`config.mk`:
```
export PLATFORM = sky130hd
export DESIGN_NAME = fccs_classify
export DESIGN_NICKNAME = d
export VERILOG_FILES = /design/src/rtl/fccs_pkg.sv /design/src/rtl/fccs_classify.sv
export SDC_FILE = /design/constraint.sdc
export NUM_CORES = 1
export LEC_CHECK = 0
export ABC_AREA = 1
export ABC_CLOCK_PERIOD_IN_PS = 7050
export BUFFER_PORTS_ARGS = -buffer_cell sky130_fd_sc_hd__buf_2
export CORE_ASPECT_RATIO = 0.5
export CORE_MARGIN = 2
export CORE_UTILIZATION = 56
export DETAILED_ROUTE_END_ITERATION = 8
export PLACE_DENSITY = 0.86
export SLEW_MARGIN = 5
export SYNTH_ARGS = -nofsm -noshare
export SYNTH_HDL_FRONTEND = slang
export SYNTH_SLANG_ARGS = --single-unit
export TNS_END_PERCENT = 30
```
`constraint.sdc`:
```
create_clock -name vclk -period 7.05
set_clock_uncertainty 0.1 [all_clocks]
set_input_delay 0.3525 -clock vclk [all_inputs]
set_output_delay 0.3525 -clock vclk [all_outputs]
set_load 0.02 [all_outputs]
```
`src/rtl/fccs_pkg.sv`:
```
`default_nettype none
// ----------------------------------------------------------------------------
// FAT cluster chain step: shared package
// Item types, register and status codes, and default sizes.
// ----------------------------------------------------------------------------
package fccs_pkg;

  localparam int DEF_WINDOW_BYTES = 2048;
  localparam int DEF_SECTOR_BYTES = 512;

  localparam logic [1:0] FAT_12 = 2'd0;
  localparam logic [1:0] FAT_16 = 2'd1;
  localparam logic [1:0] FAT_32 = 2'd2;

  localparam logic [11:0] EOC_12 = 12'hFF8;
  localparam logic [15:0] EOC_16 = 16'hFFF8;
  localparam logic [27:0] EOC_32 = 28'hFFFFFF8;

  typedef enum logic [2:0] {
    CFG_FAT_TYPE   = 3'd0,
    CFG_CLUS_COUNT = 3'd1,
    CFG_FAT_START  = 3'd2,
    CFG_DATA_START = 3'd3,
    CFG_CLUS_SHIFT = 3'd4
  } cfg_idx_t;

  typedef enum logic [2:0] {
    STAT_NEXT = 3'd0,
    STAT_EOC  = 3'd1,
    STAT_BAD  = 3'd2,
    STAT_MISS = 3'd3,
    STAT_FILL = 3'd4
  } status_t;

  typedef enum logic {
    FUNC_LOOKUP = 1'b0,
    FUNC_FILL   = 1'b1
  } func_t;

  typedef enum logic [2:0] {
    ST_IDLE,
    ST_DECODE,
    ST_CHECK,
    ST_READ,
    ST_WAIT,
    ST_CLASS,
    ST_EMIT
  } state_t;

  typedef struct packed {
    logic        func;
    logic [27:0] cluster;
    logic [10:0] fill_index;
    logic [7:0]  fill_byte;
  } in_item_t;

  typedef struct packed {
    logic [2:0]  status;
    logic [27:0] chain_link;
    logic [31:0] sector;
  } out_item_t;

  typedef struct packed {
    logic [1:0]  fat_type;
    logic [28:0] cluster_count;
    logic [31:0] data_start_sector;
    logic [2:0]  cluster_shift;
  } cls_cfg_t;

endpackage
`default_nettype wire

```
`src/rtl/fccs_classify.sv`:
```
`default_nettype none
// ----------------------------------------------------------------------------
// FAT entry classifier
// Extracts the entry from the gathered bytes and forms the result item.
// ----------------------------------------------------------------------------
module fccs_classify
  import fccs_pkg::*;
(
  input  wire cls_cfg_t  cfg,
  input  wire logic [31:0] raw,
  input  wire logic        odd,
  output out_item_t        res
);

  logic [15:0] half;
  logic [27:0] entry;
  logic        eoc;
  logic        bad;
  logic [31:0] offs;

  always_comb begin
    half = raw[15:0];
    case (cfg.fat_type)
      FAT_12: begin
        if (odd) begin
          half = half >> 4;
        end
        entry = {16'd0, half[11:0]};
        eoc   = (half[11:0] >= EOC_12);
      end
      FAT_16: begin
        entry = {12'd0, half};
        eoc   = (half >= EOC_16);
      end
      default: begin
        entry = raw[27:0];
        eoc   = (raw[27:0] >= EOC_32);
      end
    endcase
    bad  = (entry < 28'd2) || ({1'b0, entry} >= cfg.cluster_count);
    offs = (32'(entry) - 32'd2) << cfg.cluster_shift;
    res.chain_link = entry;
    if (eoc) begin
      res.status = STAT_EOC;
      res.sector = '0;
    end else if (bad) begin
      res.status = STAT_BAD;
      res.sector = '0;
    end else begin
      res.status = STAT_NEXT;
      res.sector = cfg.data_start_sector + offs;
    end
  end

endmodule
`default_nettype wire

```
# == Word-level counts from Yosys, hierarchy flattened ==
# Cells that the tools add are included.
# op_classes
addsub,2
n_lt_le_gt_ge,5
eq_ne,1
n_shift,1
muxes,8
n_reduce_logical,2
# ops
cell,n
$mux 32,2
$pmux 28 s2,1
$add 32x32->32,1
$shl 32x3->32,1
$ge 28x29->1,1
$sub 28x2->29 const B,1
$ge 28x28->1 const B,1
$lt 28x2->1 const B,1
$mux 12,2
$ge 16x16->1 const B,1
$ge 12x12->1 const B,1
$mux 2,2
$eq 2x1->1 const B,1
$logic_not 2->1,1
$pmux 1 s2,1
$logic_or 1x1->1,1
# word_totals
reg_bits,0
input_bits,99
output_inout_bits,63
word_cells,19

# == Longest topological paths before layout ==
# depth
ltp_word,8
depth_mapped,31
ltp_nobuf,30

# == Worst setup path after synthesis ==
# No wires, ideal clock.
# synth_path
kind,in2out
startpoint,input cfg[65] (netlist name)
endpoint,output res[22] (netlist name)
arrival_ns,3.713
required_ns,6.597
setup_slack_ns,2.885
path_stages,26
path_buffers,1
path_cell_list,nor2_4 -> nand2_4 -> buf_4 -> nand2_1 -> nand2_1 -> nor2_1 -> nand2_1 -> nor2_1 -> nand2_1 -> nand2_1 -> nand2_1 -> nand2_1 -> o21ai_0 -> o21ai_0 -> mux2i_1 -> ha_1 -> a21oi_1 -> inv_1 -> o21ai_0 -> o211ai_1 -> a21oi_1 -> nor3_1 -> o21ai_0 -> nand3_1 -> xnor2_1 -> nor2_1
# synth_rtl
element,line,text
from (decl),fccs_classify.sv:9,"input wire cls_cfg_t cfg,"
to (decl),fccs_classify.sv:12,output out_item_t res

==> reports/metrics.yaml <==
run_status:
  status: "complete, no violations"
worst_hold_path:
  min_path_type: "in -> out"
die:
  start_util: 0.586
  num_rows: 24
  die_area_um2: 10100
  die-width_um: 140
  core_um2: 8830
  die_h_um: 72.0
  io_pins: 162
pwr:
  p_per_area_nw_per_um2: 117
  vdd_drop_max_uv: 111
  leakage_nw: 3.41
  total_power_mw: 0.695
synthesis:
  synth_compound_area_frac: 0.184
  synth_adder_area_share: 0.144
  syn_nets: 1103
  syn_area_per_cell_um2: 5.48
  synthSimpleGateAreaFrac: 0.491
  synth-xor-area-share: 0.0507
  yosysTopAreaCell: "nand2_1"
  synth_top_family_by_area: "simple AND/OR/NAND/NOR gates"
  yosysMostFrequentCell: "nand2_1"
  yosysSeqAreaShare: 0
  synth_area_leaders: "nand2_1 19%, ha_1 14%, nand3_1 9.1%"
  synth_area_um2: 5180
  synthMuxAreaShare: 0.00387
  synth_top_area_frac: 0.194
  netlist_instances: 945
  ys_warn_count: 0
  ys_types: 54
  synth_commonest_cells: "267 x nand2_1, 114 x inv_1, 94 x nand3_1, 78 x nor2_1"
place:
  io_buffers: 157
  hpwlAfterDp_um: 13700
  gp_congestion: 0.970
detailed_routing:
  drc: 0
  wl_per_cell_um: 13.6
  antenna_left: 0
  drt-total-wl_um: 16100
  drt_iter0_drc: 509
  dr.pass1.iters: 5
  viasPerCell: 5.59
  vias: 6642
sta:
  fmax_mhz: 192
  rsz0062_at_grt: "no"
  tns_ns: 0
  relSlewSlack: 0.467
  min_period_ns: 5.22
  drv_slew: 0
  max_slew.worst_pin.slew_ns: 0.799
  period_share: 0.740
  hold_viol: 0
  setup_viol: 0
cts:
  post_cts_resized: 0
  postCtsSetupBuffers: 0
  postCtsHoldBufs: 0
layout:
  fin_util: 0.671
  seqCellArea_um2: 0
  layout-drive-gt1-share: 0.205
  fin_nets: 1232
  multi_input_area_um2: 4530
  fill_cells: 904
  syn2layout_area_growth_pct: 14.4
  clock_buffers: 0
  design.seq.count: 0
  n_antenna_cell: 0
grt:
  first_global_vias: 5765
  grt_max_degree: 35
  grt_pass1_wl_um: 26400
  gr-total-overflow: 0
  grt_antenna_before_repair: 0
  track_usage: 0.306
setup_path:
  max_stage_delay_ns: 0.44
  worstSetupEndpointType: "output pin"
  crit_path_start_kind: "input pin"
  path_class: "in -> out"
  critical-path-top-delay-family: "simple AND/OR/NAND/NOR gates"
  worst_path_most_repeated_cell: "nand2_1"
  cpMaxStageDelayCell: "nor2_4"
  path_max_fanout: 22
  crit_required_ns: 6.60
  cp.arrival_ns: 4.76
  crit_buf_inv: 3
run:
  drv_cap: 0
-- through the flow --
stage | instance area, um^2 | setup slack (ns) | hold WS, ns | std cells
6_report | 5920 | 1.83 | 1.01 | 1189
5_1_grt | 5920 | 1.12 | 1.07 | 1189
4_1_cts | 5920 | 1.87 | 1.01 | 1189
3_5_place_dp | 5920 | 1.88 | 1.01 | 1189
3_3_place_gp | 5920 | 1.95 | 1.00 | 1189
2_1_floorplan | 5180 | 2.88 | 0.751 | 945
-- cell type report --
cell class                 count  area share
timing repair buffer         157       0.133
multi-input combinational    793       0.764
inverter                     122      0.0782
tap                          117      0.0247
-- kinds of logic after synthesis --
family,Yosys count
and+or+nand+nor,536
AOI/OAI and AO/OA,165
buffers and inverters,152
adders and majority gates,59
xor gates and xnor gates,30
muxes,2
other,1
-- power breakdown --
part	internal [mW]	total, mW	switching [mW]
clock network	0	0	0
registers	0	0	0
logic	0.248	0.695	0.447
-- path summary, 6_finish.rpt --
kind  startpoint      end  slack, ns  cells past startpoint
max      cfg[65]  res[22]       1.83                     27
min       raw[2]  res[34]       1.01                      4
-- cell usage in the layout (no fill, tap or decap), types with 2 or more instances in the layout --
master	count
nand2_2	11
o221ai_1	2
inv_1	114
nand2_4	2
nor2_2	7
xnor2_1	19
nand2_1	267
o21a_1	4
mux2i_1	2
buf_2	157
xor2_1	11
a31oi_1	10
nor4b_1	2
o21ai_0	58
nand4_1	25
a21o_1	3
nand3_2	4
o21bai_1	4
nor4_1	6
o2111ai_1	2
a211oi_1	3
nand3_1	94
ha_1	58
nor2_1	78
nor3_1	11
nor3_2	2
a21oi_1	55
nor2_4	22
inv_2	6
o211ai_1	7
o21ai_1	8
-- per-layer routing --
| layer | wire length [um] | global-route usage | vias to the layer above |
|---|---|---|---|
| li1 | - | - | 3413 |
| met3 | 1290 | 0.0231 | 18 |
| met1 | 7830 | 0.450 | 2908 |
| met2 | 6860 | 0.506 | 303 |
| met5 | 0 | 0 | - |
| met4 | 154 | 0.0378 | 0 |
No activity file was read; power rests on OpenSTA's default activity.
